### src/rtl/tcs_pkg.sv
// shared constants, codes and control/status types of the text console
package tcs_pkg;

    // store geometry (HISTORY_DEPTH and MAX_COLUMNS are powers of two)
    localparam int HISTORY_DEPTH = 512;
    localparam int MAX_COLUMNS   = 256;
    localparam int MAX_LINES     = 128;
    localparam int LINE_W        = $clog2(HISTORY_DEPTH);
    localparam int COL_W         = $clog2(MAX_COLUMNS);
    localparam int ADDR_W        = LINE_W + COL_W;
    localparam int CELLS         = HISTORY_DEPTH * MAX_COLUMNS;
    localparam int CELL_W        = 16;

    // character codes
    localparam logic [7:0] CH_BACKSPACE = 8'd8;
    localparam logic [7:0] CH_TAB       = 8'd9;
    localparam logic [7:0] CH_NEWLINE   = 8'd10;
    localparam logic [7:0] CH_RETURN    = 8'd13;
    localparam logic [7:0] CH_SPACE     = 8'd32;

    // item modes
    localparam logic [2:0] MODE_PUT  = 3'd0;
    localparam logic [2:0] MODE_BACK = 3'd1;
    localparam logic [2:0] MODE_FWD  = 3'd2;
    localparam logic [2:0] MODE_CLR  = 3'd3;
    localparam logic [2:0] MODE_READ = 3'd4;

    // register indexes
    localparam logic [1:0] REG_COLS  = 2'd0;
    localparam logic [1:0] REG_LINES = 2'd1;
    localparam logic [1:0] REG_FG    = 2'd2;
    localparam logic [1:0] REG_BG    = 2'd3;

    // register reset values
    localparam logic [8:0] RESET_COLS  = 9'd80;
    localparam logic [7:0] RESET_LINES = 8'd25;
    localparam logic [3:0] RESET_FG    = 4'd15;
    localparam logic [3:0] RESET_BG    = 4'd0;

    // memory address select
    typedef logic [1:0] asel_t;
    localparam asel_t ASEL_ALL    = 2'd0;
    localparam asel_t ASEL_HEAD   = 2'd1;
    localparam asel_t ASEL_CURSOR = 2'd2;
    localparam asel_t ASEL_VIEW   = 2'd3;

    // memory write data select
    typedef logic [1:0] wsel_t;
    localparam wsel_t WSEL_FILL = 2'd0;
    localparam wsel_t WSEL_INIT = 2'd1;
    localparam wsel_t WSEL_PUT  = 2'd2;
    localparam wsel_t WSEL_ZERO = 2'd3;

    typedef struct packed {
        logic  latch;
        logic  leave_scroll;
        logic  newline;
        logic  bs_step;
        logic  bs_back;
        logic  bs_set;
        logic  tab;
        logic  cr;
        logic  scroll_bk;
        logic  scroll_fw;
        logic  clear_regs;
        logic  put_adv;
        logic  cnt_inc;
        logic  scan_issue;
        logic  load_cell;
        logic  read_blank;
        logic  load_out;
        logic  ram_we;
        asel_t asel;
        wsel_t wsel;
    } cmd_t;

    typedef struct packed {
        logic [2:0] mode;
        logic       is_nl;
        logic       is_bs;
        logic       is_tab;
        logic       is_cr;
        logic       col_zero;
        logic       can_back;
        logic       line_full;
        logic       read_blank;
        logic       all_last;
        logic       line_last;
        logic       scan_last;
        logic       out_busy;
    } stat_t;

endpackage

### src/rtl/tcs_ctrl.sv
// controller state machine sequencing console items over the datapath
module tcs_ctrl (
    input  logic           clk,
    input  logic           rst_n,
    input  tcs_pkg::stat_t stat,
    output tcs_pkg::cmd_t  cmd,
    input  logic           in_valid,
    output logic           in_ready
);

    localparam logic [3:0] S_INIT  = 4'd0;
    localparam logic [3:0] S_IDLE  = 4'd1;
    localparam logic [3:0] S_DEC   = 4'd2;
    localparam logic [3:0] S_LCLR  = 4'd3;
    localparam logic [3:0] S_FILL  = 4'd4;
    localparam logic [3:0] S_SCAN  = 4'd5;
    localparam logic [3:0] S_SCEND = 4'd6;
    localparam logic [3:0] S_BSSET = 4'd7;
    localparam logic [3:0] S_ZRD   = 4'd8;
    localparam logic [3:0] S_ZWR   = 4'd9;
    localparam logic [3:0] S_PWR   = 4'd10;
    localparam logic [3:0] S_RD    = 4'd11;
    localparam logic [3:0] S_RDW   = 4'd12;
    localparam logic [3:0] S_FIN   = 4'd13;

    logic [3:0] state_reg;
    logic [3:0] state_next;
    logic       printable;

    assign printable = !stat.is_nl && !stat.is_bs && !stat.is_tab && !stat.is_cr;
    assign in_ready  = (state_reg == S_IDLE);

    // state register
    always_ff @(posedge clk or negedge rst_n)
    begin
        if (!rst_n)
        begin
            state_reg <= S_INIT;
        end
        else
        begin
            state_reg <= state_next;
        end
    end

    // next state and commands
    always_comb
    begin
        cmd        = '0;
        cmd.asel   = tcs_pkg::ASEL_ALL;
        cmd.wsel   = tcs_pkg::WSEL_FILL;
        state_next = state_reg;
        case (state_reg)
            S_INIT:
            begin
                cmd.ram_we  = 1'b1;
                cmd.wsel    = tcs_pkg::WSEL_INIT;
                cmd.cnt_inc = 1'b1;
                if (stat.all_last)
                begin
                    state_next = S_IDLE;
                end
            end
            S_IDLE:
            begin
                if (in_valid)
                begin
                    cmd.latch  = 1'b1;
                    state_next = S_DEC;
                end
            end
            S_DEC:
            begin
                state_next = S_FIN;
                case (stat.mode)
                    tcs_pkg::MODE_PUT:
                    begin
                        cmd.leave_scroll = 1'b1;
                        if (stat.is_nl)
                        begin
                            cmd.newline = 1'b1;
                            state_next  = S_LCLR;
                        end
                        else if (stat.is_bs)
                        begin
                            if (!stat.col_zero)
                            begin
                                cmd.bs_step = 1'b1;
                                state_next  = S_ZRD;
                            end
                            else if (stat.can_back)
                            begin
                                cmd.bs_back = 1'b1;
                                state_next  = S_SCAN;
                            end
                        end
                        else if (stat.is_tab)
                        begin
                            cmd.tab = 1'b1;
                        end
                        else if (stat.is_cr)
                        begin
                            cmd.cr = 1'b1;
                        end
                        else if (stat.line_full)
                        begin
                            cmd.newline = 1'b1;
                            state_next  = S_LCLR;
                        end
                        else
                        begin
                            state_next = S_PWR;
                        end
                    end
                    tcs_pkg::MODE_BACK: cmd.scroll_bk = 1'b1;
                    tcs_pkg::MODE_FWD:  cmd.scroll_fw = 1'b1;
                    tcs_pkg::MODE_CLR:
                    begin
                        cmd.clear_regs = 1'b1;
                        state_next     = S_FILL;
                    end
                    tcs_pkg::MODE_READ:
                    begin
                        if (stat.read_blank)
                        begin
                            cmd.read_blank = 1'b1;
                        end
                        else
                        begin
                            state_next = S_RD;
                        end
                    end
                    default: state_next = S_FIN;
                endcase
            end
            S_LCLR:
            begin
                cmd.ram_we  = 1'b1;
                cmd.asel    = tcs_pkg::ASEL_HEAD;
                cmd.cnt_inc = 1'b1;
                if (stat.line_last)
                begin
                    state_next = printable ? S_PWR : S_FIN;
                end
            end
            S_FILL:
            begin
                cmd.ram_we  = 1'b1;
                cmd.cnt_inc = 1'b1;
                if (stat.all_last)
                begin
                    state_next = S_FIN;
                end
            end
            S_SCAN:
            begin
                cmd.asel       = tcs_pkg::ASEL_HEAD;
                cmd.scan_issue = 1'b1;
                cmd.cnt_inc    = 1'b1;
                if (stat.scan_last)
                begin
                    state_next = S_SCEND;
                end
            end
            S_SCEND: state_next = S_BSSET;
            S_BSSET:
            begin
                cmd.bs_set = 1'b1;
                state_next = S_ZRD;
            end
            S_ZRD:
            begin
                cmd.asel   = tcs_pkg::ASEL_CURSOR;
                state_next = S_ZWR;
            end
            S_ZWR:
            begin
                cmd.ram_we = 1'b1;
                cmd.asel   = tcs_pkg::ASEL_CURSOR;
                cmd.wsel   = tcs_pkg::WSEL_ZERO;
                state_next = S_FIN;
            end
            S_PWR:
            begin
                cmd.ram_we  = 1'b1;
                cmd.asel    = tcs_pkg::ASEL_CURSOR;
                cmd.wsel    = tcs_pkg::WSEL_PUT;
                cmd.put_adv = 1'b1;
                state_next  = S_FIN;
            end
            S_RD:
            begin
                cmd.asel   = tcs_pkg::ASEL_VIEW;
                state_next = S_RDW;
            end
            S_RDW:
            begin
                cmd.load_cell = 1'b1;
                state_next    = S_FIN;
            end
            S_FIN:
            begin
                if (!stat.out_busy)
                begin
                    cmd.load_out = 1'b1;
                    state_next   = S_IDLE;
                end
            end
            default: state_next = S_IDLE;
        endcase
    end

endmodule

### config.mk
export PLATFORM = sky130hd
export DESIGN_NAME = tcs_ctrl
export DESIGN_NICKNAME = d
export VERILOG_FILES = /design/src/rtl/tcs_pkg.sv /design/src/rtl/tcs_ctrl.sv
export SDC_FILE = /design/constraint.sdc
export NUM_CORES = 1
export LEC_CHECK = 0
export CORE_MARGIN = 2
export CORE_UTILIZATION = 55
export CTS_CLUSTER_SIZE = 8
export DETAILED_ROUTE_END_ITERATION = 10
export DONT_BUFFER_PORTS = 1
export PLACE_DENSITY = 0.7
export SLEW_MARGIN = 20
export SYNTH_ARGS = -nofsm -noshare
export SYNTH_HDL_FRONTEND = slang
export SYNTH_SLANG_ARGS = --single-unit
### constraint.sdc
create_clock -name clk -period 2.5 [get_ports clk]
set_input_delay 0.625 -clock clk [delete_from_list [all_inputs] [get_ports clk]]
set_output_delay 0.625 -clock clk [all_outputs]
set_load 0.02 [all_outputs]
==> results.sh, run 1 <==
export IMPL_root_buffer="clkbuf_4"
export IMPL_cts_setup_buffers=0
export IMPL_hold_viol=0
export IMPL_placeableCoreArea_um2=1285
export IMPL_htreeDepth=1
export IMPL_drtPass1Iterations=4
export IMPL_synth_area_um2=744.5
export IMPL_cp_cell_sequence="or2_1 > or3_4 > nor3b_2"
export IMPL_grt_pass1_vias=714
export IMPL_ys_types=47
export IMPL_grt_usage_pct=26.91
export IMPL_comb_power_share_pct=74.9
export IMPL_place_gp_congestion=0.9069
export IMPL_synthFlopType="dfrtp_1"
export IMPL_async_reset_ff_share_pct=100.0
export IMPL_clk_latency_ns=0.23
export IMPL_tightest_slew_ns=0.5171
export IMPL_grt_max_degree=16
export IMPL_diodes=0
export IMPL_finalSetupTns_ns=0
export IMPL_clockBufferDepth=2
export IMPL_syn_num_nets=129
export IMPL_clk_pin_slew_ns=0.04
export IMPL_cts_repair_resized=0
export IMPL_end_kind="output port"
export IMPL_drt_iter0_drc=40
export IMPL_min_period_ns=2.419
export IMPL_dp_final_hpwl_mm=1.566
export IMPL_nNetsFinal=139
export IMPL_total_power_w=0.0008835
export IMPL_synth_edff_count=0
export IMPL_fin_skew_ns=0.007265
export IMPL_dieArea_um2=1664
export IMPL_port_buffers=0
export IMPL_p_int_w=0.0004026
export IMPL_outcome="completed"
export IMPL_rsz0062_at_grt="false"
export IMPL_worstHoldPathType="primary input to async pin"
export IMPL_syn_to_final_growth_pct=12.44
export IMPL_cp_arrival_ns=1.79
export IMPL_setup_viol=0
export IMPL_cp_slowest_cell="dfrtp_1"
export IMPL_gr_total_overflow=0
export IMPL_wl_per_cell_um=15.42
export IMPL_reg2reg_from="state_reg[1]$_DFFE_PN0P_"
export IMPL_syn_inst=111
export IMPL_cp_max_fo=8
export IMPL_drive_above_1_share_pct=18.49
export IMPL_cts_tree="built"
export IMPL_pwr_share_seq_pct=16.4
export IMPL_p_per_area_nw_per_um2=1055
export IMPL_via_per_inst=6.716
export IMPL_crit_path_start="state_reg[2]$_DFFE_PN0P_"
export IMPL_relSlewSlack_pct=65.21
export IMPL_routed_wl_mm=2.066
export IMPL_postRouteAntennaNets=0
export IMPL_cts_buffers=3
export IMPL_yosysSeqAreaShare_pct=13.45
export IMPL_pwr_share_clk_pct=8.8
export IMPL_rows=13
export IMPL_cellLeakagePower_nw=0.3194
export IMPL_vias=900
export IMPL_crit_type="flop to output port"
export IMPL_drc=0
export IMPL_yosys_warnings=0
export IMPL_clock_sinks=4
export IMPL_cp_required_ns=1.88
export IMPL_ctsHoldBuffers=0
export IMPL_syn_area_per_cell_um2=6.707
export IMPL_cap_violations=0
export IMPL_start_kind="flop"
export IMPL_io_pins=41
export IMPL_timing_final_crit_share_pct=96.77
export IMPL_dieHeight_um=40.79
export IMPL_switching_share_pct=54.43
export IMPL_vdd_ir_drop_max_mv=0.4017
export IMPL_initial_utilization_pct=57.94
export IMPL_max_stage_delay_ns=0.46
export IMPL_fp_dieW_um=40.79
export IMPL_largest_reg_flops=4
export IMPL_ys_ff_latch=4
export IMPL_maxSlewViolCount=0
export IMPL_antenna_found_initial=0
export IMPL_switchingPower_w=0.0004809
export IMPL_fmax_mhz=413.3
export IMPL_grt_first_pass_wirelength_mm=3.001
==> cell usage after synthesis, drive strengths merged (2+ instances only) <==
master / count / share of area [%]
a211o: 2 / 2.4
a21o: 2 / 2.0
a21oi: 5 / 3.4
a221oi: 2 / 2.4
a31oi: 2 / 1.7
buf: 6 / 4.7
dfrtp: 4 / 13
inv: 4 / 2.0
mux2i: 2 / 2.7
nand2: 10 / 5.0
nand2b: 4 / 3.7
nand3: 2 / 1.3
nand4: 2 / 1.7
nor2: 16 / 8.1
nor2b: 3 / 2.5
nor3: 8 / 6.0
nor3b: 3 / 4.4
nor4: 2 / 1.7
o21a: 2 / 2.0
o21ai: 7 / 4.7
or2: 2 / 1.7
or3: 4 / 4.2
xor2: 2 / 2.4
==> critical path, delay by kind of cell, from the launching register on <==
kind             cells  cell delay, ns
and+or+nand+nor      3            1.10
DFF                  1            0.46
==> metrics by stage <==
stage / setup slack (ns) / cell area, um2 / hold slack [ns] / std cells / utilization, %
global placement: 0.3655 / 814.5 / 0.3295 / 131 / 63.39
global route: 0.02748 / 837.1 / 0.07680 / 134 / 65.14
finish: 0.08072 / 837.1 / 0.08683 / 134 / 65.14
floorplan: 0.1581 / 744.5 / 0.3294 / 111 / -
CTS: 0.08382 / 837.1 / 0.08289 / 134 / 65.14
detailed placement: 0.3302 / 814.5 / 0.3295 / 131 / 63.39
==> routing by layer <==
metal  up-vias  track usage [%]  part of all wire [%]
met5         -                0                     0
met4         0            10.83                   1.2
met3         7            5.435                    11
met2        67            44.53                    50
met1       401            33.55                    37
li1        425                -                     -
==> layout make-up <==
type	instances	area (um2)
clock buffers	3	22.52
fillers	122	447.9
inverters	4	15.01
multi-input cells	96	590.6
flip-flops and latches	4	100.1
well taps	15	18.77
repair buffers	12	90.09
==> logic make-up after synthesis <==
kind of cell / after synthesis / share of synthesized area, %
and+or+nand+nor: 61 / 45.55
AOI/OAI and AO/OA: 30 / 27.56
buffers and inverters: 11 / 7.225
DFF: 4 / 13.45
xor gates and xnor gates: 3 / 3.530
muxes: 2 / 2.689
==> path summary, 6_finish.rpt <==
path	slack, ns	endpoint	depth (start not counted)
max	0.08	cmd[12]	3
min reg2reg	0.74	state_reg[1]$_DFFE_PN0P_	2
max reg2reg	0.76	state_reg[1]$_DFFE_PN0P_	5
min in group clk	0.53	state_reg[1]$_DFFE_PN0P_	1
max in group asynchronous	2.34	state_reg[1]$_DFFE_PN0P_	0
min	0.09	state_reg[3]$_DFFE_PN0P_	0
==> power by group through the flow <==
stage          sequential, W  clock (W)  combinational, W
2_1_floorplan       0.000101          0          0.000552
3_3_place_gp        0.000141          0          0.000646
3_5_place_dp        0.000143          0          0.000649
4_1_cts             0.000142  0.0000795          0.000653
5_1_grt             0.000149  0.0000832          0.000719
6_report            0.000145  0.0000775          0.000661
==> cells in the final DEF, fill, tap and decap left out, types with 4 or more instances in the layout <==
cell | netlist | layout
nor2_1 | 16 | 16
buf_4 | 0 | 12
dfrtp_1 | 4 | 4
o21ai_0 | 5 | 5
nor3_1 | 7 | 7
nand2_1 | 10 | 10
inv_1 | 4 | 4
a21oi_1 | 5 | 5
No activity file was read; power rests on OpenSTA's default activity.
==> run 2: changes to the inputs <==
PLACE_DENSITY = 0.79   (was 0.7)
==> results.sh, run 2 (synthesized netlist as in run 1, its figures left out) <==
export IMPL_place_gp_congestion=0.8877
export IMPL_cts_repair_resized=0
export IMPL_cp_required_ns=1.88
export IMPL_crit_type="flop to output port"
export IMPL_rows=13
export IMPL_clockBufferDepth=2
export IMPL_p_int_w=0.0004033
export IMPL_drt_iter0_drc=19
export IMPL_cellLeakagePower_nw=0.3194
export IMPL_ctsHoldBuffers=0
export IMPL_fmax_mhz=411.0
export IMPL_cp_num_buf_inv=0
export IMPL_fp_dieW_um=40.79
export IMPL_dieArea_um2=1664
export IMPL_start_kind="flop"
export IMPL_clock_sinks=4
export IMPL_relSlewSlack_pct=63.82
export IMPL_gr_total_overflow=0
export IMPL_cts_buffers=3
export IMPL_grt_first_pass_wirelength_mm=3.042
export IMPL_cts_setup_buffers=0
export IMPL_wl_per_cell_um=15.63
export IMPL_maxSlewViolCount=0
export IMPL_via_per_inst=6.716
export IMPL_rsz0062_at_grt="true"
export IMPL_vdd_ir_drop_max_mv=0.3473
export IMPL_fin_skew_ns=0.02136
export IMPL_max_stage_delay_ns=0.48
export IMPL_comb_power_share_pct=74.1
export IMPL_drtPass1Iterations=4
export IMPL_root_buffer="clkbuf_4"
export IMPL_critPathTopFamily="simple AND/OR/NAND/NOR gates"
export IMPL_switching_share_pct=54.94
export IMPL_end_kind="output port"
export IMPL_cp_max_fo=11
export IMPL_port_buffers=0
export IMPL_grt_usage_pct=28.04
export IMPL_io_pins=41
export IMPL_htreeDepth=1
export IMPL_cp_cell_sequence="nand2b_1 > or3_4 > nor3b_2"
export IMPL_place_area_um2=814.5
export IMPL_tightest_slew_ns=0.5377
export IMPL_syn_to_final_growth_pct=12.44
export IMPL_p_per_area_nw_per_um2=1069
export IMPL_clk_pin_slew_ns=0.05
export IMPL_placeableCoreArea_um2=1285
export IMPL_grt_max_degree=14
export IMPL_final_common_cell="nor2_1"
export IMPL_postRouteAntennaNets=0
export IMPL_outcome="completed"
export IMPL_grt_pass1_vias=720
export IMPL_nNetsFinal=139
export IMPL_most_common_layout_cells="nor2_1, buf_4, nand2_1"
export IMPL_switchingPower_w=0.0004917
export IMPL_r2r_cells=5
export IMPL_cp_arrival_ns=1.81
export IMPL_dp_final_hpwl_mm=1.610
export IMPL_drive_above_1_share_pct=18.49
export IMPL_hold_viol=0
export IMPL_pwr_share_seq_pct=15.8
export IMPL_cap_violations=0
export IMPL_cts_tree="built"
export IMPL_min_period_ns=2.433
export IMPL_pwr_share_clk_pct=10.1
export IMPL_vias=900
export IMPL_initial_utilization_pct=57.94
export IMPL_cp_slowest_cell="dfrtp_1"
export IMPL_worstHoldPathType="primary input to async pin"
export IMPL_largest_reg_flops=4
export IMPL_routed_wl_mm=2.094
export IMPL_diodes=0
export IMPL_clk_latency_ns=0.26
export IMPL_dieHeight_um=40.79
export IMPL_finalSetupTns_ns=0
export IMPL_antenna_found_initial=0
export IMPL_setup_viol=0
export IMPL_timing_final_crit_share_pct=97.33
export IMPL_drc=0
export IMPL_crit_cells=3
export IMPL_design_area_um2=837.1
## run 2: cell counts in the layout (fill, tap and decap cells not counted)
No cell type changed its count.
## run 2: per-stage QoR
stage / utilization, % / cells / power, W / hold slack (ns) / worst slack, ns
floorplan: - / 111 / 0.0006522 / 0.3294 / 0.1581
global placement: 63.39 / 131 / 0.0007753 / 0.3295 / 0.3926
detailed placement: 63.39 / 131 / 0.0007947 / 0.3295 / 0.3555
CTS: 65.14 / 134 / 0.0008849 / 0.06291 / 0.09051
global route: 65.14 / 134 / 0.0009663 / 0.04341 / -0.003648
finish: 65.14 / 134 / 0.0008950 / 0.05622 / 0.06687
## run 2: final timing paths
kind	from	end	slack [ns]
max	state_reg[0]$_DFFE_PN0P_	cmd[12]	0.07
min	rst_n	state_reg[3]$_DFFE_PN0P_	0.06
max reg2reg	state_reg[0]$_DFFE_PN0P_	state_reg[2]$_DFFE_PN0P_	0.84
min reg2reg	state_reg[2]$_DFFE_PN0P_	state_reg[3]$_DFFE_PN0P_	0.61
max in group asynchronous	rst_n	state_reg[1]$_DFFE_PN0P_	2.35
min in group clk	stat[2]	state_reg[1]$_DFFE_PN0P_	0.50
## run 2: layout make-up
class                      instances  area (um2)
clock buffer                       3       22.52
fill                             123       447.9
multi-input combinational         96       590.6
inverter                           4       15.01
timing repair buffer              12       90.09
tap                               15       18.77
sequential                         4       100.1
## run 2: layer usage
layer / GRT usage [%] / up-vias / wire length [um] / share of wire [%]
met3: 8.696 / 11 / 212 / 10
met1: 32.24 / 396 / 825 / 39
li1: - / 426 / - / -
met5: 0 / - / 0 / 0
met4: 19.17 / 0 / 75 / 3.6
met2: 43.75 / 67 / 980 / 47
## run 2: power by group through the flow
stage | registers [W] | logic, W | clock network, W
floorplan | 0.000101 | 0.000552 | 0
global placement | 0.000136 | 0.000639 | 0
detailed placement | 0.000140 | 0.000655 | 0
CTS | 0.000139 | 0.000658 | 0.0000881
global route | 0.000148 | 0.000721 | 0.0000969
finish | 0.000142 | 0.000663 | 0.0000904
==> run 3: changes to the inputs <==
CELL_PAD_IN_SITES_DETAIL_PLACEMENT = 1   (was default)
CELL_PAD_IN_SITES_GLOBAL_PLACEMENT = 2   (was default)
CORE_UTILIZATION = 32   (was 55)
GPL_TIMING_DRIVEN = 0   (was default)
PLACE_DENSITY = 0.9   (was 0.79)
==> results.sh, run 3 (synthesized netlist as in run 1, its figures left out) <==
export IMPL_outcome="completed"
export IMPL_vdd_ir_drop_max_mv=0.3053
export IMPL_htreeDepth=1
export IMPL_io_pins=41
export IMPL_grtUsageMet2_pct=30.17
export IMPL_critPathTopFamily="simple AND/OR/NAND/NOR gates"
export IMPL_hold_viol=0
export IMPL_cp_arrival_ns=1.81
export IMPL_cp_required_ns=1.88
export IMPL_clock_sinks=4
export IMPL_initial_utilization_pct=33.65
export IMPL_dp_final_hpwl_mm=1.818
export IMPL_routed_wl_mm=2.305
export IMPL_p_per_area_nw_per_um2=1044
export IMPL_gr_total_overflow=0
export IMPL_final_common_cell="nor2_1"
export IMPL_place_gp_congestion=0.9095
export IMPL_r2r_end="state_reg[3]$_DFFE_PN0P_"
export IMPL_ctsHoldBuffers=0
export IMPL_reg2reg_from="state_reg[0]$_DFFE_PN0P_"
export IMPL_wl_per_cell_um=16.23
export IMPL_cts_buffers=3
export IMPL_postRouteAntennaNets=0
export IMPL_grt_first_pass_wirelength_mm=3.657
export IMPL_grt_pass1_vias=812
export IMPL_tightest_slew_ns=0.6550
export IMPL_grt_usage_pct=17.85
export IMPL_via_per_inst=6.042
export IMPL_rows=17
export IMPL_setup_viol=0
export IMPL_start_kind="flop"
export IMPL_fin_util_pct=37.78
export IMPL_diodes=0
export IMPL_multi_input_area_um2=624.3
export IMPL_placeableCoreArea_um2=2212
export IMPL_cts_tree="built"
export IMPL_antenna_found_initial=0
export IMPL_syn_to_final_growth_pct=12.27
export IMPL_grt_max_degree=11
export IMPL_cp_num_buf_inv=1
export IMPL_clockBufferDepth=2
export IMPL_grtUsageMet3_pct=3.714
export IMPL_cp_cell_sequence="buf_6 > or2_1 > or3_4 > nor3b_2"
export IMPL_reg2reg_slack_ns=0.88
export IMPL_min_period_ns=2.430
export IMPL_use_met1_pct=22.26
export IMPL_fmax_mhz=411.5
export IMPL_rsz0062_at_grt="true"
export IMPL_max_stage_delay_ns=0.40
export IMPL_nNetsFinal=134
export IMPL_timing_final_crit_share_pct=97.20
export IMPL_crit_type="flop to output port"
export IMPL_clk_latency_ns=0.24
export IMPL_cp_slowest_cell="or3_4"
export IMPL_most_common_layout_cells="nor2_1, nand2_1, a21oi_1, nor3_1"
export IMPL_seq_area_um2=100.1
export IMPL_holdWs_ns=0.08065
export IMPL_cp_max_fo=10
export IMPL_gr_max_usage_layer="met2"
export IMPL_port_buffers=0
export IMPL_root_buffer="clkbuf_4"
export IMPL_fp_dieW_um=52.24
export IMPL_largest_reg_flops=4
export IMPL_cap_violations=0
export IMPL_drc=0
export IMPL_nFillCells=302
export IMPL_dieArea_um2=2729
export IMPL_end_kind="output port"
export IMPL_drt_iter0_drc=14
export IMPL_worstHoldPathType="primary input to async pin"
export IMPL_maxSlewViolCount=0
export IMPL_drtPass1Iterations=4
export IMPL_clk_pin_slew_ns=0.04
export IMPL_cellLeakagePower_nw=0.2952
export IMPL_relSlewSlack_pct=56.00
export IMPL_drive_above_1_share_pct=17.54
export IMPL_fin_skew_ns=0.004402
export IMPL_vias=858
export IMPL_dieHeight_um=52.24
export IMPL_r2r_cells=5
## run 3: changes by cell type in the layout (fill, tap and decap cells not counted), sizes merged
cell	delta
clkbuf	+1
buf	-6
## run 3: cell type report
type | count | share of cell area [%]
inverters | 4 | 1.796
flip-flops and latches | 4 | 11.98
clock buffers | 3 | 2.695
plain buffers | 7 | 4.641
well taps | 28 | 4.192
multi-input cells | 96 | 74.70
## run 3: worst max-delay path by stage
stage,startpoint,end,slack (ns),cells after the start
after detailed placement,stat[12],cmd[14],0.009,3
after floorplan,stat[11],cmd[14],0.16,3
after global routing,state_reg[3]$_DFFE_PN0P_,cmd[12],-0.007,4
after global placement,stat[12],cmd[14],0.04,3
after CTS,state_reg[0]$_DFFE_PN0P_,cmd[15],0.04,4
final,state_reg[3]$_DFFE_PN0P_,cmd[12],0.07,4
## run 3: per-stage QoR
step	setup WS (ns)	instances	total power (W)	area [um2]	TNS, ns
6_report	0.06994	142	0.0008724	835.8	0
5_1_grt	-0.006636	142	0.0009531	835.8	-0.006636
4_1_cts	0.03614	142	0.0008626	808.3	0
3_5_place_dp	0.008908	139	0.0007738	779.5	0
3_3_place_gp	0.03595	139	0.0007642	779.5	0
2_1_floorplan	0.1581	111	0.0006522	744.5	0
## run 3: per-layer routing
| layer | vias to the layer above | share of wire [%] |
|---|---|---|
| met4 | 0 | 0.78 |
| met3 | 2 | 6.5 |
| met1 | 405 | 47 |
| li1 | 414 | - |
| met2 | 37 | 46 |
| met5 | - | 0 |
## run 3: where the power goes
part / switching (W) / leakage, nW / internal, W
sequential: 0.0000112 / 0.0514 / 0.0000906
combinational: 0.000462 / 0.230 / 0.000227
clock: 0.0000278 / 0.0138 / 0.0000538
total: 0.000501 / 0.295 / 0.000372
## run 3: what timing repair did
item | CTS | global route
gates resized for setup | 2 | 5
endpoints found under the setup margin | 2 | 5
buffers inserted | 0 | 0
