### config.mk
export PLATFORM = sky130hd
export DESIGN_NAME = tcs_datapath
export DESIGN_NICKNAME = d
export VERILOG_FILES = /design/src/rtl/tcs_pkg.sv /design/src/rtl/tcs_datapath.sv
export SDC_FILE = /design/constraint.sdc
export NUM_CORES = 1
export LEC_CHECK = 0
export BUFFER_PORTS_ARGS = -buffer_cell sky130_fd_sc_hd__buf_2
export CAP_MARGIN = 20
export CORE_MARGIN = 3
export CORE_UTILIZATION = 55
export DETAILED_ROUTE_END_ITERATION = 6
export PLACE_DENSITY = 0.77
export SLEW_MARGIN = 30
export SYNTH_ARGS = -nofsm -noshare
export SYNTH_HDL_FRONTEND = slang
export SYNTH_SLANG_ARGS = --single-unit
### constraint.sdc
create_clock -name clk -period 5.7 [get_ports clk]
set_clock_uncertainty 0.05 [all_clocks]
set_input_delay 0.57 -clock clk [delete_from_list [all_inputs] [get_ports clk]]
set_output_delay 0.57 -clock clk [all_outputs]
set_load 0.005 [all_outputs]
### src/rtl/tcs_pkg.sv
// shared constants, codes and control/status types of the text console
package tcs_pkg;

    // store geometry (HISTORY_DEPTH and MAX_COLUMNS are powers of two)
    localparam int HISTORY_DEPTH = 512;
    localparam int MAX_COLUMNS   = 256;
    localparam int MAX_LINES     = 128;
    localparam int LINE_W        = $clog2(HISTORY_DEPTH);
    localparam int COL_W         = $clog2(MAX_COLUMNS);
    localparam int ADDR_W        = LINE_W + COL_W;
    localparam int CELLS         = HISTORY_DEPTH * MAX_COLUMNS;
    localparam int CELL_W        = 16;

    // character codes
    localparam logic [7:0] CH_BACKSPACE = 8'd8;
    localparam logic [7:0] CH_TAB       = 8'd9;
    localparam logic [7:0] CH_NEWLINE   = 8'd10;
    localparam logic [7:0] CH_RETURN    = 8'd13;
    localparam logic [7:0] CH_SPACE     = 8'd32;

    // item modes
    localparam logic [2:0] MODE_PUT  = 3'd0;
    localparam logic [2:0] MODE_BACK = 3'd1;
    localparam logic [2:0] MODE_FWD  = 3'd2;
    localparam logic [2:0] MODE_CLR  = 3'd3;
    localparam logic [2:0] MODE_READ = 3'd4;

    // register indexes
    localparam logic [1:0] REG_COLS  = 2'd0;
    localparam logic [1:0] REG_LINES = 2'd1;
    localparam logic [1:0] REG_FG    = 2'd2;
    localparam logic [1:0] REG_BG    = 2'd3;

    // register reset values
    localparam logic [8:0] RESET_COLS  = 9'd80;
    localparam logic [7:0] RESET_LINES = 8'd25;
    localparam logic [3:0] RESET_FG    = 4'd15;
    localparam logic [3:0] RESET_BG    = 4'd0;

    // memory address select
    typedef logic [1:0] asel_t;
    localparam asel_t ASEL_ALL    = 2'd0;
    localparam asel_t ASEL_HEAD   = 2'd1;
    localparam asel_t ASEL_CURSOR = 2'd2;
    localparam asel_t ASEL_VIEW   = 2'd3;

    // memory write data select
    typedef logic [1:0] wsel_t;
    localparam wsel_t WSEL_FILL = 2'd0;
    localparam wsel_t WSEL_INIT = 2'd1;
    localparam wsel_t WSEL_PUT  = 2'd2;
    localparam wsel_t WSEL_ZERO = 2'd3;

    typedef struct packed {
        logic  latch;
        logic  leave_scroll;
        logic  newline;
        logic  bs_step;
        logic  bs_back;
        logic  bs_set;
        logic  tab;
        logic  cr;
        logic  scroll_bk;
        logic  scroll_fw;
        logic  clear_regs;
        logic  put_adv;
        logic  cnt_inc;
        logic  scan_issue;
        logic  load_cell;
        logic  read_blank;
        logic  load_out;
        logic  ram_we;
        asel_t asel;
        wsel_t wsel;
    } cmd_t;

    typedef struct packed {
        logic [2:0] mode;
        logic       is_nl;
        logic       is_bs;
        logic       is_tab;
        logic       is_cr;
        logic       col_zero;
        logic       can_back;
        logic       line_full;
        logic       read_blank;
        logic       all_last;
        logic       line_last;
        logic       scan_last;
        logic       out_busy;
    } stat_t;

endpackage

### src/rtl/tcs_datapath.sv
// console datapath: registers, cursor and ring arithmetic, memory port and result register
module tcs_datapath (
    input  logic                          clk,
    input  logic                          rst_n,
    input  tcs_pkg::cmd_t                 cmd,
    output tcs_pkg::stat_t                stat,
    input  logic [31:0]                   in_data,
    input  logic                          cfg_we,
    input  logic [1:0]                    cfg_idx,
    input  logic [8:0]                    cfg_wdata,
    output logic                          ram_we,
    output logic [tcs_pkg::ADDR_W-1:0]    ram_addr,
    output logic [tcs_pkg::CELL_W-1:0]    ram_wdata,
    input  logic [tcs_pkg::CELL_W-1:0]    ram_rdata,
    input  logic                          out_ready,
    output logic                          out_valid,
    output logic [47:0]                   out_data
);

    // item fields
    logic [2:0] mode_reg;
    logic [7:0] char_reg;
    logic [6:0] row_reg;
    logic [7:0] colin_reg;

    // configuration
    logic [8:0] cols_reg;
    logic [7:0] lines_reg;
    logic [3:0] fg_reg;
    logic [3:0] bg_reg;

    // console state
    logic [8:0]                  ccol_reg;
    logic [6:0]                  cline_reg;
    logic [tcs_pkg::LINE_W-1:0]  head_reg;
    logic [8:0]                  scroll_reg;
    logic                        wrapped_reg;
    logic [tcs_pkg::ADDR_W-1:0]  cnt_reg;
    logic [8:0]                  lastp1_reg;
    logic                        pend_v_reg;
    logic [tcs_pkg::COL_W-1:0]   pend_idx_reg;
    logic                        chg_reg;
    logic [15:0]                 cell_reg;

    // result register
    logic        ovalid_reg;
    logic [15:0] ocell_reg;
    logic [8:0]  occol_reg;
    logic [6:0]  ocline_reg;
    logic [8:0]  oscroll_reg;
    logic        ochg_reg;

    logic [8:0]                 cols_eff;
    logic [7:0]                 lines_eff;
    logic [tcs_pkg::LINE_W-1:0] head_inc;
    logic [tcs_pkg::LINE_W-1:0] head_dec;
    logic [9:0]                 tab_sum;
    logic [9:0]                 tab_n;
    logic [9:0]                 total;
    logic [9:0]                 limit;
    logic [11:0]                logical;
    logic                       view_blank;
    logic [15:0]                blank_cell;

    // clamped register values
    always_comb
    begin
        if (cols_reg == 9'd0)
        begin
            cols_eff = 9'd1;
        end
        else if (cols_reg > 9'(tcs_pkg::MAX_COLUMNS))
        begin
            cols_eff = 9'(tcs_pkg::MAX_COLUMNS);
        end
        else
        begin
            cols_eff = cols_reg;
        end
        if (lines_reg == 8'd0)
        begin
            lines_eff = 8'd1;
        end
        else if (lines_reg > 8'(tcs_pkg::MAX_LINES))
        begin
            lines_eff = 8'(tcs_pkg::MAX_LINES);
        end
        else
        begin
            lines_eff = lines_reg;
        end
    end

    // ring and cursor arithmetic
    assign head_inc = (head_reg == tcs_pkg::LINE_W'(tcs_pkg::HISTORY_DEPTH - 1)) ?
                      '0 : head_reg + 1'b1;
    assign head_dec = head_reg - 1'b1;
    assign tab_sum  = {1'b0, ccol_reg} + 10'd4;
    assign tab_n    = {tab_sum[9:2], 2'b00};
    assign total    = wrapped_reg ? 10'(tcs_pkg::HISTORY_DEPTH) : 10'(head_reg) + 10'd1;
    assign limit    = (total > {2'b00, lines_eff}) ? total - {2'b00, lines_eff} : 10'd0;

    // viewport row to ring line
    assign logical    = 12'(head_reg) - 12'(lines_eff) + 12'd1 - 12'(scroll_reg)
                        + 12'(row_reg);
    assign blank_cell = {bg_reg, fg_reg, tcs_pkg::CH_SPACE};
    assign view_blank = ({1'b0, row_reg} >= lines_eff) || ({1'b0, colin_reg} >= cols_eff)
                        || (!wrapped_reg && (logical[11] || (logical > 12'(head_reg))));

    // status to the controller
    always_comb
    begin
        stat.mode       = mode_reg;
        stat.is_nl      = (char_reg == tcs_pkg::CH_NEWLINE);
        stat.is_bs      = (char_reg == tcs_pkg::CH_BACKSPACE);
        stat.is_tab     = (char_reg == tcs_pkg::CH_TAB);
        stat.is_cr      = (char_reg == tcs_pkg::CH_RETURN);
        stat.col_zero   = (ccol_reg == 9'd0);
        stat.can_back   = (cline_reg != 7'd0) || (head_reg != '0);
        stat.line_full  = (ccol_reg >= cols_eff);
        stat.read_blank = view_blank;
        stat.all_last   = (cnt_reg == tcs_pkg::ADDR_W'(tcs_pkg::CELLS - 1));
        stat.line_last  = (cnt_reg[tcs_pkg::COL_W-1:0] == '1);
        stat.scan_last  = (9'(cnt_reg[tcs_pkg::COL_W-1:0]) == cols_eff - 9'd1);
        stat.out_busy   = ovalid_reg && !out_ready;
    end

    // memory address and write data
    always_comb
    begin
        case (cmd.asel)
            tcs_pkg::ASEL_ALL:    ram_addr = cnt_reg;
            tcs_pkg::ASEL_HEAD:   ram_addr = {head_reg, cnt_reg[tcs_pkg::COL_W-1:0]};
            tcs_pkg::ASEL_CURSOR: ram_addr = {head_reg, ccol_reg[tcs_pkg::COL_W-1:0]};
            tcs_pkg::ASEL_VIEW:   ram_addr = {logical[tcs_pkg::LINE_W-1:0],
                                              tcs_pkg::COL_W'(colin_reg)};
            default:              ram_addr = cnt_reg;
        endcase
        case (cmd.wsel)
            tcs_pkg::WSEL_FILL: ram_wdata = {bg_reg, fg_reg, 8'd0};
            tcs_pkg::WSEL_INIT: ram_wdata = {tcs_pkg::RESET_BG, tcs_pkg::RESET_FG, 8'd0};
            tcs_pkg::WSEL_PUT:  ram_wdata = {bg_reg, fg_reg, char_reg};
            tcs_pkg::WSEL_ZERO: ram_wdata = {ram_rdata[15:8], 8'd0};
            default:            ram_wdata = {bg_reg, fg_reg, 8'd0};
        endcase
    end
    assign ram_we = cmd.ram_we;

    // item capture
    always_ff @(posedge clk)
    begin
        if (cmd.latch)
        begin
            mode_reg  <= in_data[2:0];
            char_reg  <= in_data[10:3];
            row_reg   <= in_data[17:11];
            colin_reg <= in_data[25:18];
        end
    end

    // configuration registers
    always_ff @(posedge clk or negedge rst_n)
    begin
        if (!rst_n)
        begin
            cols_reg  <= tcs_pkg::RESET_COLS;
            lines_reg <= tcs_pkg::RESET_LINES;
            fg_reg    <= tcs_pkg::RESET_FG;
            bg_reg    <= tcs_pkg::RESET_BG;
        end
        else if (cfg_we)
        begin
            case (cfg_idx)
                tcs_pkg::REG_COLS:  cols_reg  <= cfg_wdata;
                tcs_pkg::REG_LINES: lines_reg <= cfg_wdata[7:0];
                tcs_pkg::REG_FG:    fg_reg    <= cfg_wdata[3:0];
                tcs_pkg::REG_BG:    bg_reg    <= cfg_wdata[3:0];
                default:            cols_reg  <= cols_reg;
            endcase
        end
    end

    // cursor, head, scroll and sweep counter
    always_ff @(posedge clk or negedge rst_n)
    begin
        if (!rst_n)
        begin
            ccol_reg    <= '0;
            cline_reg   <= '0;
            head_reg    <= '0;
            scroll_reg  <= '0;
            wrapped_reg <= 1'b0;
            cnt_reg     <= '0;
            lastp1_reg  <= '0;
            pend_v_reg  <= 1'b0;
            chg_reg     <= 1'b0;
        end
        else
        begin
            pend_v_reg <= cmd.scan_issue;
            if (cmd.latch)
            begin
                chg_reg <= 1'b0;
            end
            if (cmd.cnt_inc)
            begin
                cnt_reg <= cnt_reg + 1'b1;
            end
            if (cmd.leave_scroll && scroll_reg != 9'd0)
            begin
                scroll_reg <= '0;
                chg_reg    <= 1'b1;
            end
            // newline: advance head and start the line clear
            if (cmd.newline)
            begin
                head_reg <= head_inc;
                if (head_inc == '0)
                begin
                    wrapped_reg <= 1'b1;
                end
                ccol_reg <= '0;
                if ((8'(cline_reg) + 8'd1) < lines_eff)
                begin
                    cline_reg <= cline_reg + 7'd1;
                end
                cnt_reg <= '0;
                chg_reg <= 1'b1;
            end
            if (cmd.bs_step)
            begin
                ccol_reg <= ccol_reg - 9'd1;
                chg_reg  <= 1'b1;
            end
            // backspace at column zero: rejoin the previous line
            if (cmd.bs_back)
            begin
                if (cline_reg != 7'd0)
                begin
                    cline_reg <= cline_reg - 7'd1;
                end
                head_reg   <= head_dec;
                cnt_reg    <= '0;
                lastp1_reg <= '0;
                chg_reg    <= 1'b1;
            end
            if (pend_v_reg && ram_rdata[7:0] != 8'd0)
            begin
                lastp1_reg <= 9'(pend_idx_reg) + 9'd1;
            end
            if (cmd.bs_set)
            begin
                ccol_reg <= (lastp1_reg < cols_eff) ? lastp1_reg : cols_eff - 9'd1;
            end
            if (cmd.tab)
            begin
                ccol_reg <= (tab_n > {1'b0, cols_eff}) ? cols_eff : tab_n[8:0];
            end
            if (cmd.cr)
            begin
                ccol_reg <= '0;
            end
            if (cmd.put_adv)
            begin
                ccol_reg <= ccol_reg + 9'd1;
                chg_reg  <= 1'b1;
            end
            if (cmd.scroll_bk && {1'b0, scroll_reg} < limit)
            begin
                scroll_reg <= scroll_reg + 9'd1;
                chg_reg    <= 1'b1;
            end
            if (cmd.scroll_fw && scroll_reg != 9'd0)
            begin
                scroll_reg <= scroll_reg - 9'd1;
                chg_reg    <= 1'b1;
            end
            if (cmd.clear_regs)
            begin
                ccol_reg    <= '0;
                cline_reg   <= '0;
                head_reg    <= '0;
                scroll_reg  <= '0;
                wrapped_reg <= 1'b0;
                cnt_reg     <= '0;
                chg_reg     <= 1'b1;
            end
        end
    end

    // scan index and read cell payload
    always_ff @(posedge clk)
    begin
        pend_idx_reg <= cnt_reg[tcs_pkg::COL_W-1:0];
        if (cmd.latch)
        begin
            cell_reg <= '0;
        end
        else if (cmd.read_blank)
        begin
            cell_reg <= blank_cell;
        end
        else if (cmd.load_cell)
        begin
            cell_reg <= (ram_rdata[7:0] == 8'd0) ?
                        {ram_rdata[15:8], tcs_pkg::CH_SPACE} : ram_rdata;
        end
    end

    // result valid
    always_ff @(posedge clk or negedge rst_n)
    begin
        if (!rst_n)
        begin
            ovalid_reg <= 1'b0;
        end
        else if (cmd.load_out)
        begin
            ovalid_reg <= 1'b1;
        end
        else if (out_ready)
        begin
            ovalid_reg <= 1'b0;
        end
    end

    // result payload
    always_ff @(posedge clk)
    begin
        if (cmd.load_out)
        begin
            ocell_reg   <= cell_reg;
            occol_reg   <= ccol_reg;
            ocline_reg  <= cline_reg;
            oscroll_reg <= scroll_reg;
            ochg_reg    <= chg_reg;
        end
    end

    assign out_valid = ovalid_reg;
    assign out_data  = {6'd0, ochg_reg, oscroll_reg, ocline_reg, occol_reg, ocell_reg};

endmodule

==> results of run 1 <==
final cells by class:
class | count | area [µm²] | share of cell area (%)
clock buffer | 17 | 425 | 3.05
clock inverter | 15 | 196 | 1.41
inverter | 73 | 274 | 1.97
multi-input combinational | 969 | 6950 | 49.9
sequential | 181 | 4760 | 34.2
tap | 275 | 344 | 2.47
timing repair buffer | 186 | 987 | 7.08
critical path: stages (launching register included):
cell and delay, ns:
dfstp_2 0.55, nor2_1 0.05, a21oi_2 0.16, nor2_2 0.07
ha_2 0.19, fa_2 0.39, xor2_2 0.16, fa_1 0.48
inv_1 0.07, ha_4 0.24, nor2b_1 0.14, o21ai_2 0.23
a21boi_4 0.08, o21a_1 0.19, o21a_1 0.21, o21a_1 0.21
nor2_2 0.09, xnor2_1 0.07, ha_1 0.29, nand4_1 0.09
nor2_1 0.09, a41oi_1 0.11, o21ai_1 0.12, o211ai_1 0.15
buf_2 0.17
power by group through the flow:
stage          Sequential, mW  Clock [mW]  Combinational [mW]
2_1_floorplan            1.64           0                2.01
3_3_place_gp             1.73           0                2.51
3_5_place_dp             1.74           0                2.60
4_1_cts                  1.71        1.23                2.69
5_1_grt                  1.74        1.29                3.18
6_report                 1.72        1.22                2.87
cell usage in the layout, fill, tap and decap left out, types with 5 or more instances in the layout:
master	synthesis	layout
nand4_1	16	16
nand2b_1	12	12
o31ai_1	14	14
clkinv_8	0	6
fa_1	9	8
nand2_1	85	85
mux2_2	29	29
or3_1	8	8
nor2_1	134	130
o21ai_0	63	58
xnor2_1	44	43
o21ai_1	5	8
nand3b_1	13	13
a211oi_1	30	30
xor2_1	28	27
o21a_1	16	16
inv_1	72	71
edfxtp_1	68	68
and3_1	5	5
and2_1	14	14
nor4_1	17	16
nor2b_1	27	26
dfxtp_1	24	24
buf_4	9	18
conb_1	1	6
a21oi_1	66	65
dfrtp_1	80	80
mux2i_1	33	33
nand3_1	44	44
a31oi_1	10	10
a221oi_1	10	10
a21o_1	12	12
clkbuf_16	0	17
or2_2	5	5
ha_1	110	107
nor3_1	26	26
buf_2	2	166
nor3b_1	5	5
dfstp_2	9	9
cell families (layout without fill, tap and decap cells):
kind of cell	after synthesis	count (layout)
buffers and inverters	138	291
flip-flops	181	181
AO/OA/AOI/OAI	281	281
other	1	6
AND/OR/NAND/NOR	429	429
multiplexers	62	62
XOR/XNOR	72	72
adder cells (fa/ha/maj)	119	119
metal layers:
layer / part of all wire [%] / global-route usage, % / vias up / wire (µm)
met5: 0 / 0 / - / 0
met3: 7.5 / 4.62 / 74 / 2460
met4: 3.0 / 10.1 / 0 / 993
li1: - / - / 4917 / -
met2: 47 / 43.9 / 457 / 15300
met1: 43 / 37.4 / 5047 / 14100
worst max path at each step:
stage | start | to | slack (ns)
after global placement | lines_reg[4] | stat[4] | 0.23
after CTS | lines_reg[1] | stat[4] | 0.001
after global routing | lines_reg[1] | stat[4] | -0.21
after floorplan | lines_reg[4] | stat[4] | 0.64
final | lines_reg[3] | stat[4] | 0.02
after detailed placement | lines_reg[4] | stat[4] | 0.12
per-stage QoR:
| step | instance area (µm²) | setup TNS, ns |
|---|---|---|
| after floorplan | 12200 | 0 |
| after global placement | 13100 | 0 |
| after detailed placement | 13100 | 0 |
| after CTS | 13800 | 0 |
| after global routing | 13900 | -0.211 |
| final | 13900 | 0 |
repair_timing:
item                                    in CTS  in global routing
pin swaps                                    7                 10
resized for setup                           16                 12
endpoints found under the hold margin       19                  0
endpoints found under the setup margin       1                  1
hold buffers                                 1                  0
gates cloned                                 0                  0
buffers inserted                             1                  7
==> out/metrics.cfg, run 1 <==
[critical_path]
r2r_slack_ns=0.50
crit_fanout=3
critPathKind=flip-flop to output port
cp_data_arrival_time_ns=5.06
r2r_end=scroll_reg[6]
reg2reg_from=head_reg[1]
cp-start-kind=flip-flop
cp.required_ns=5.08
crit_path_end_kind=output port
reg2regPathDepth=19

[global_route]
grt_max_degree=69
grt_usage_pct=27.3
grt_pass1_wl_um=52500
grt-ovfl-total=0
grt_antenna_before_repair=0
grt_pass1_vias=9981

[drt]
drt-wirelength-per-cell_um=19.2
via_per_inst=6.12
totalWireLength_um=32900
drt_pass1_iterations=7
drtIter0Drc=909
drc=4
ant_nets=0
vias=10500

[logic_synthesis]
synthCells=1283
synthArstFlopShare_pct=49.2
ys.flop_type=dfrtp_1
synthMuxAreaShare_pct=5.40
synthSimpleGateAreaFrac_pct=17.5
synth.area.top_cells=edfxtp_1 (17%), dfrtp_1 (16%), ha_1 (11%)
synth_edf_count=68
synth-compound-area-share_pct=15.2
yosys-top-cells-count=nor2_1 (134), ha_1 (110), nand2_1 (85), dfrtp_1 (80), inv_1 (72)
yosysTopAreaCell=edfxtp_1
synth.most_common_cell=nor2_1
synth_area_um2=12200
synth_top_family_by_area=simple AND/OR/NAND/NOR gates
synth_top_area_share_pct=16.8
synth_seq_cells=181
synthAdderAreaFrac_pct=12.8
synthXorXnorAreaFrac_pct=5.19
yosys_warnings=0
ys_seq_area_share_pct=39.2
avgSynthCellArea_um2=9.48
synth_cell_type_count=77

[finish]
drive_gt1_share_pct=20.0
nets=1632
stdcell_count=1716
largest_register_ffs=17
final_util_pct=65.3
syn_to_final_growth_pct=14.6
fill_cells=1801
diodes=0

[pwr]
power_frac_comb_pct=49.4
swShare_pct=41.2
p_leak_nw=6.12
p_switching_mw=2.39
power_mw=5.80
vdd_ir_drop_max_uv=238
p_per_area_nw_per_um2=416
clkPwrFrac_pct=21.0
power.internal_mw=3.41
seqPwrFrac_pct=29.6

[timing]
setup-violations-final=0
max-slew-margin-rel_pct=35.4
fin_ws_ns=0.0192
rsz0062_at_grt=yes
worstMarginPinSlew_ns=0.944
finalCriticalPeriod_ns=5.68
slew_violations=0
holdWs_ns=0.181
fmax_mhz=176
final.period_utilization_pct=99.7
hold_violations=0

[die]
std_cell_rows=53
coreArea_um2=21400
fp.dieW_um=155
dieArea_um2=23900
start_util_pct=56.9
die_h_um=155
io_pins=183

[placement]
dp.cells=1675
dp_hpwl_um=24100
pre_cts_ws_ns=0.115
place.gp.congestion=0.943
io_buffers=168

[clock_network]
clock-sinks=181
h-tree-depth=4
clockBufferDepth=2
clk-insertion-delay-late_ns=0.44
cts_tree=yes
cts_buffers=17
path_clk_slew_ns=0.08
cts-root-buf=clkbuf_16

[worst_hold_path]
hp-start=cmd[8]
holdPathEnd=pend_v_reg
hold_class=input pin to flip-flop
holdPathStages=1

[status]
failed_checks=design-rule violations
status=complete, but fails checks

[run]
drv_cap=0

Power figures use the tool's default switching activity.
==> inputs of run 2 (changes only) <==
--- a/config.mk
+++ b/config.mk
@@ -11,6 +11,7 @@
 export CORE_UTILIZATION = 55
 export DETAILED_ROUTE_END_ITERATION = 6
 export PLACE_DENSITY = 0.77
+export SETUP_SLACK_MARGIN = 0.02
 export SLEW_MARGIN = 30
 export SYNTH_ARGS = -nofsm -noshare
 export SYNTH_HDL_FRONTEND = slang
==> run 2 against run 1 <==
Against the previous run: the flow finishes with violations (negative setup slack); combinational power about the same; core utilization hardly changed; sequential power about the same; non-clock buffer count decreased by 1; sequential cell count unchanged; maximum frequency is 0.58% lower; count of clock-buffer cells in the layout is the same; global-route usage is essentially flat; via count barely moved; critical path type unchanged; largest power group unchanged; highest routed layer unchanged.
==> out/metrics.cfg, run 2 (synthesis gave the netlist of run 1 again) <==
[status]
status=complete, but fails checks  ; unchanged
failed_checks=negative setup slack  ; was design-rule violations

[clock_network]
clockBufferDepth=2  ; unchanged
clock-sinks=181  ; unchanged
cts_buffers=17  ; unchanged
path_clk_slew_ns=0.08  ; about the same
cts-root-buf=clkbuf_16  ; unchanged
clk-insertion-delay-late_ns=0.45  ; was 0.44 ns
cts_tree=yes  ; unchanged
h-tree-depth=4  ; unchanged

[global_route]
grt_max_degree=69  ; unchanged
grt_pass1_wl_um=52500  ; about the same
grt-ovfl-total=0  ; unchanged
grt_usage_pct=27.4  ; was 27.3%
grt_antenna_before_repair=0  ; unchanged
grt_pass1_vias=9982  ; was 9981

[critical_path]
reg2reg_from=head_reg[1]  ; unchanged
crit_path_top_delay_cell=dfstp_2  ; unchanged
cp-start-kind=flip-flop  ; unchanged
crit_start=lines_reg[3]  ; unchanged
crit_fanout=3  ; unchanged
crit_path_cell_trace=nor2_2 > a21oi_2 > nor2_2 > ha_2 > fa_2 > xor2_2 > fa_1 > inv_1 > ha_4 > nor2b_1 > o21ai_2 > a21boi_4 > o21a_1 > o21a_1 > o21a_1 > nor2_2 > xnor2_1 > ha_1 > nand4_1 > nor2_1 > a41oi_1 > o21ai_1 > o211ai_1 > buf_2  ; was nor2_1 > a21oi_2 > nor2_2 > ha_2 > fa_2 > xor2_2 > fa_1 > inv_1 > ha_4 > nor2b_1 > o21ai_2 > a21boi_4 > o21a_1 > o21a_1 > o21a_1 > nor2_2 > xnor2_1 > ha_1 > nand4_1 > nor2_1 > a41oi_1 > o21ai_1 > o211ai_1 > buf_2
crit_path_end_kind=output port  ; unchanged
cp.required_ns=5.08  ; about the same
slowest_delay_ns=0.56  ; was 0.55 ns
critPathKind=flip-flop to output port  ; unchanged
reg2regPathDepth=19  ; unchanged
cp_data_arrival_time_ns=5.09  ; was 5.06 ns

[drt]
drt-wirelength-per-cell_um=19.3  ; was 19.2 µm
drc=0  ; was 4
drt_pass1_iterations=5  ; was 7
ant_nets=0  ; unchanged
vias=10500  ; about the same
via_per_inst=6.12  ; about the same
totalWireLength_um=33100  ; was 32900 µm
drtIter0Drc=943  ; was 909

[placement]
dpl_cell_area_um2=13100  ; unchanged
dp_hpwl_um=24100  ; unchanged
place.gp.congestion=0.943  ; unchanged
pre_cts_ws_ns=0.115  ; unchanged
dp.cells=1675  ; unchanged
io_buffers=168  ; unchanged

[pwr]
p_per_area_nw_per_um2=418  ; was 416 nW/µm²
p_leak_nw=6.11  ; was 6.12 nW
vdd_ir_drop_max_uv=272  ; was 238 µV

[finish]
layout_commonest_cell=buf_2  ; unchanged
finalInstanceArea_um2=13900  ; about the same
drive_gt1_share_pct=20.1  ; was 20.0%
syn_to_final_growth_pct=14.7  ; was 14.6%
stdcell_count=1715  ; was 1716
largest_register_ffs=17  ; unchanged
layout_common_cells=buf_2 (166), nor2_1 (129), ha_1 (106)  ; was buf_2 (166), nor2_1 (130), ha_1 (107)
nets=1631  ; was 1632
diodes=0  ; unchanged

[run]
drv_cap=0  ; unchanged

[timing]
final.period_utilization_pct=100  ; was 99.7%
fin_ws_ns=-0.0137  ; was 0.0192 ns
max-slew-margin-rel_pct=37.8  ; was 35.4%
rsz0062_at_grt=yes  ; unchanged
hold_violations=0  ; unchanged
finalCriticalPeriod_ns=5.71  ; was 5.68 ns
fmax_mhz=175  ; was 176 MHz
setup-violations-final=1  ; was 0
slew_violations=0  ; unchanged
worstMarginPinSlew_ns=0.910  ; was 0.944 ns

[worst_hold_path]
holdPathStages=1  ; unchanged
hp-start=cmd[8]  ; unchanged
hold_class=input pin to flip-flop  ; unchanged

[die]
coreArea_um2=21400  ; unchanged
dieArea_um2=23900  ; unchanged
start_util_pct=56.9  ; unchanged
fp.dieW_um=155  ; unchanged
io_pins=183  ; unchanged
die_h_um=155  ; unchanged
std_cell_rows=53  ; unchanged

-- run 2: cell types whose count changed in the layout (fill, tap and decap cells not counted), sizes merged --
cell / change
buf: -1
-- run 2: per-layer routing --
| metal | up-vias | track usage [%] | routed length, µm |
|---|---|---|---|
| li1 | 4909 | - | - |
| met1 | 5049 | 37.4 | 14200 |
| met2 | 462 | 44.2 | 15500 |
| met3 | 68 | 4.62 | 2480 |
| met4 | 0 | 9.76 | 874 |
| met5 | - | 0 | 0 |
-- run 2: final timing paths --
| kind | slack [ns] | endpoint |
|---|---|---|
| worst max-delay path | -0.01 | stat[4] |
| worst min-delay path | 0.18 | pend_v_reg |
| worst max register to register | 0.50 | scroll_reg[6] |
| worst min register to register | 0.38 | ocell_reg[13] |
| max in group asynchronous | 4.13 | lastp1_reg[4] |
| min in group asynchronous | 0.52 | scroll_reg[6] |
-- run 2: final cells by class --
cell class / count / area (µm²)
Inverter: 73 / 274
Sequential cell: 181 / 4760
Multi-Input combinational cell: 969 / 6960
Tap cell: 275 / 344
Fill cell: 1803 / 7410
Timing Repair Buffer: 185 / 980
Clock inverter: 15 / 196
Clock buffer: 17 / 425
-- run 2: through the flow --
stage / util [%] / hold slack (ns) / setup TNS (ns) / power, mW
2_1_floorplan: - / 0.224 / 0 / 3.65
3_3_place_gp: 61.5 / 0.355 / 0 / 4.24
3_5_place_dp: 61.5 / 0.357 / 0 / 4.33
4_1_cts: 64.8 / 0.167 / 0 / 5.66
5_1_grt: 65.3 / 0.162 / -0.205 / 6.23
6_report: 65.3 / 0.178 / -0.0137 / 5.83
-- run 2: worst max-delay path: cells and delay by family (launching register included) --
| kind | cells | cell delay [ns] |
|---|---|---|
| AO/OA/AOI/OAI | 9 | 1.53 |
| XOR/XNOR | 2 | 0.28 |
| adder cells (fa/ha/maj) | 5 | 1.56 |
| buffers and inverters | 2 | 0.24 |
| flip-flops | 1 | 0.56 |
| AND/OR/NAND/NOR | 6 | 0.48 |
-- run 2: timing repair --
action                                 4_1_cts  5_1_grt
setup buffers                                2        5
setup endpoints to repair                    1        1
hold buffers                                 1        0
endpoints found under the hold margin       19        0
cloned                                       0        0
pin swaps                                   11       14
gates resized for setup                     16       15
-- run 2: where the power goes --
group | internal (mW) | leakage (nW) | switching (mW)
Combinational | 1.31 | 3.79 | 1.58
Clock | 0.604 | 0.298 | 0.614
Sequential | 1.51 | 2.02 | 0.203
==> inputs of run 3 (changes only) <==
--- a/config.mk
+++ b/config.mk
@@ -5,6 +5,7 @@
 export SDC_FILE = /design/constraint.sdc
 export NUM_CORES = 1
 export LEC_CHECK = 0
+export ABC_AREA = 1
 export BUFFER_PORTS_ARGS = -buffer_cell sky130_fd_sc_hd__buf_2
 export CAP_MARGIN = 20
 export CORE_MARGIN = 3
@@ -16,3 +17,4 @@
 export SYNTH_ARGS = -nofsm -noshare
 export SYNTH_HDL_FRONTEND = slang
 export SYNTH_SLANG_ARGS = --single-unit
+export TNS_END_PERCENT = 10
==> constraint.sdc (replaced) <==
create_clock -name clk -period 6.9 [get_ports clk]
set_clock_uncertainty 0.05 [all_clocks]
set_input_delay 0.69 -clock clk [delete_from_list [all_inputs] [get_ports clk]]
set_output_delay 0.69 -clock clk [all_outputs]
set_load 0.005 [all_outputs]
==> run 3 against run 2 <==
Against the previous run: the run now ends clean; worst hold slack worse by 0.15 ns; via count up 9.9%; register-to-register slack better by 2.4 ns; cell area up 1.4%; first-iteration DRC count down 14%; core utilization down 1.1 points; combinational power down 22%; largest cell class unchanged.
==> out/metrics.cfg, run 3 <==
[logic_synthesis]
ys_seq_area_share_pct=38.1  ; was 39.2%
ys.flop_type=dfrtp_1  ; unchanged
synthCells=1601  ; was 1283
yosys_warnings=0  ; unchanged
synth.area.top_cells=edfxtp_1 (16%), dfrtp_1 (16%), nand2_1 (11%)  ; was edfxtp_1 (17%), dfrtp_1 (16%), ha_1 (11%)
yosysTopAreaCell=edfxtp_1  ; unchanged
yosys-top-cells-count=nand2_1 (369), inv_1 (214), nor2_1 (141), ha_1 (110), a21oi_1 (102)  ; was nor2_1 (134), ha_1 (110), nand2_1 (85), dfrtp_1 (80), inv_1 (72)
avgSynthCellArea_um2=7.79  ; was 9.48 µm²
synthArstFlopShare_pct=49.2  ; unchanged
synth_seq_cells=181  ; unchanged
synth_area_um2=12500  ; was 12200 µm²
synth_top_area_share_pct=16.4  ; was 16.8%
synth.most_common_cell=nand2_1  ; was nor2_1
synth_cell_type_count=56  ; was 77
synth_edf_count=68  ; unchanged

[timing]
worstMarginPinSlew_ns=0.729  ; was 0.910 ns
hold_violations=0  ; unchanged
rsz0062_at_grt=no  ; was yes
finalCriticalPeriod_ns=6.29
final.period_utilization_pct=91.2
setup-violations-final=0  ; was 1
max-slew-margin-rel_pct=51.3  ; was 37.8%
tns_ns=0  ; was -0.0137 ns
slew_violations=0  ; unchanged
fmax_mhz=159

[finish]
syn_to_final_growth_pct=13.3  ; was 14.7%
layout_commonest_cell=nand2_1  ; was buf_2
diodes=0  ; unchanged
nets=1960  ; was 1631
drive_gt1_share_pct=14.6  ; was 20.1%
largest_register_ffs=17  ; unchanged
layout_common_cells=nand2_1 (369), inv_1 (214), buf_2 (167)  ; was buf_2 (166), nor2_1 (129), ha_1 (106)

[pwr]
power_mw=4.70  ; was 5.83 mW
vdd_ir_drop_max_uv=256  ; was 272 µV
p_per_area_nw_per_um2=332  ; was 418 nW/µm²
p_leak_nw=6.98  ; was 6.11 nW

[critical_path]
crit_path_top_delay_cell=fa_1  ; was dfstp_2
reg2reg_from=lines_reg[7]  ; was head_reg[1]
crit_fanout=6  ; was 3
r2r_slack_ns=2.90  ; was 0.50 ns
crit_path_end_kind=output port  ; unchanged
reg2regPathDepth=24  ; was 19
critPathKind=flip-flop to output port  ; unchanged
r2r_end=scroll_reg[5]  ; was scroll_reg[6]
slowest_delay_ns=0.45  ; was 0.56 ns
cp.required_ns=6.16  ; was 5.08 ns
cp-start-kind=flip-flop  ; unchanged
crit_top_cell=nand2_1
cp_data_arrival_time_ns=5.55  ; was 5.09 ns

[clock_network]
path_clk_slew_ns=0.09  ; was 0.08 ns
postCtsSetupRepairBufs=0  ; was 2
cts-root-buf=clkbuf_16  ; unchanged
cts_resized=0  ; was 16
holdBufCountCts=0  ; was 1
clk-insertion-delay-late_ns=0.45  ; about the same
clockBufferDepth=2  ; unchanged
h-tree-depth=4  ; unchanged
cts_tree=yes  ; unchanged
clock-sinks=181  ; unchanged
cts_buffers=17  ; unchanged

[drt]
vias=11500  ; was 10500
ant_nets=0  ; unchanged
drt-wirelength-per-cell_um=16.9  ; was 19.3 µm
totalWireLength_um=34700  ; was 33100 µm
drt_pass1_iterations=5  ; unchanged
via_per_inst=5.62  ; was 6.12
drc=0  ; unchanged
drtIter0Drc=809  ; was 943

[global_route]
grt_usage_pct=28.8  ; was 27.4%
grt_antenna_before_repair=0  ; unchanged
grt-ovfl-total=0  ; unchanged
grt_pass1_vias=11200  ; was 9982
grt_max_degree=47  ; was 69
grt_pass1_wl_um=56200  ; was 52500 µm

[die]
std_cell_rows=54  ; was 53
die_h_um=157  ; was 155 µm
start_util_pct=56.7  ; was 56.9%
dieArea_um2=24500  ; was 23900 µm²
fp.dieW_um=157  ; was 155 µm
io_pins=183  ; unchanged
coreArea_um2=22000  ; was 21400 µm²

[placement]
dp_hpwl_um=26500  ; was 24100 µm
io_buffers=168  ; unchanged
place.gp.congestion=1.01  ; was 0.943

[run]
drv_cap=0  ; unchanged

[status]
status=finished clean  ; was complete, but fails checks

[worst_hold_path]
hold_class=input pin to asynchronous set/reset pin  ; was input pin to flip-flop

==> run 3: changes by cell type in the layout (fill, tap and decap cells not counted), sizes merged, moves of 15 or more <==
cell / before / now
xnor2: 44 / 10
xor2: 28 / 43
inv: 79 / 229
mux2: 29 / 0
mux2i: 33 / 0
nand3: 44 / 100
o221ai: 0 / 17
o21ai: 68 / 101
a21oi: 68 / 102
nand2: 86 / 386
nor2b: 27 / 0
a211oi: 30 / 9
==> run 3: cell type report <==
type / instances / area (µm²)
clock buffer: 17 / 425
clock inverter: 15 / 211
fill: 1922 / 7880
inverter: 226 / 851
multi-input combinational: 1159 / 6660
sequential: 181 / 4760
tap: 280 / 350
timing repair buffer: 171 / 886
==> run 3: routing by layer <==
layer  up-vias  share of wire (%)  track usage, %
li1       5624                  -               -
met1      5302                 41            37.2
met2       496                 46            47.4
met3       101                8.4            5.92
met4         0                4.0            12.0
met5         -                  0               0
==> run 3: worst max-delay path, delay by kind of cell (launching register included) <==
family          cells  cell delay (ns)
fa+ha+maj           4             1.53
compound gates      6             1.25
flops               1             0.41
xor+xnor            1             0.19
simple gates       17             1.58
buf+inv             1             0.14
==> run 3: cells by family (layout without fill, tap and decap cells) <==
family | after synthesis | after routing | share of synthesized area, %
flip-flops | 181 | 181 | 38.1
buffers and inverters | 266 | 429 | 8.64
adder cells (fa/ha/maj) | 119 | 119 | 12.5
XOR/XNOR | 53 | 53 | 3.72
AND/OR/NAND/NOR | 702 | 702 | 24.0
other | 1 | 6 | 0.0300
AO/OA/AOI/OAI | 279 | 279 | 12.9
==> run 3: worst max-delay path by stage <==
stage | from | to | slack, ns | cells after the start
final | lines_reg[1] | stat[4] | 0.61 | 29
after detailed placement | lines_reg[1] | stat[4] | 1.23 | 28
after global placement | lines_reg[7] | stat[4] | 1.34 | 29
after floorplan | lines_reg[3] | stat[4] | 1.74 | 29
after CTS | lines_reg[1] | stat[4] | 0.69 | 28
after global routing | lines_reg[1] | stat[4] | 0.24 | 29
==> run 3: metrics by stage <==
step	cells	hold WS, ns	instance area, µm²	util, %	setup WS, ns
after CTS	2049	0.0305	14100	64.2	0.693
after global routing	2049	0.0271	14100	64.2	0.243
after detailed placement	2017	0.365	13500	61.3	1.23
final	2049	0.0328	14100	64.2	0.609
after global placement	2016	0.364	13500	61.2	1.34
after floorplan	1606	0.338	12500	-	1.74
==> run 3: where the power goes <==
part	switching, mW	internal, mW	leakage [nW]
clock network	0.532	0.506	0.305
logic	1.38	0.872	4.65
registers	0.155	1.26	2.02
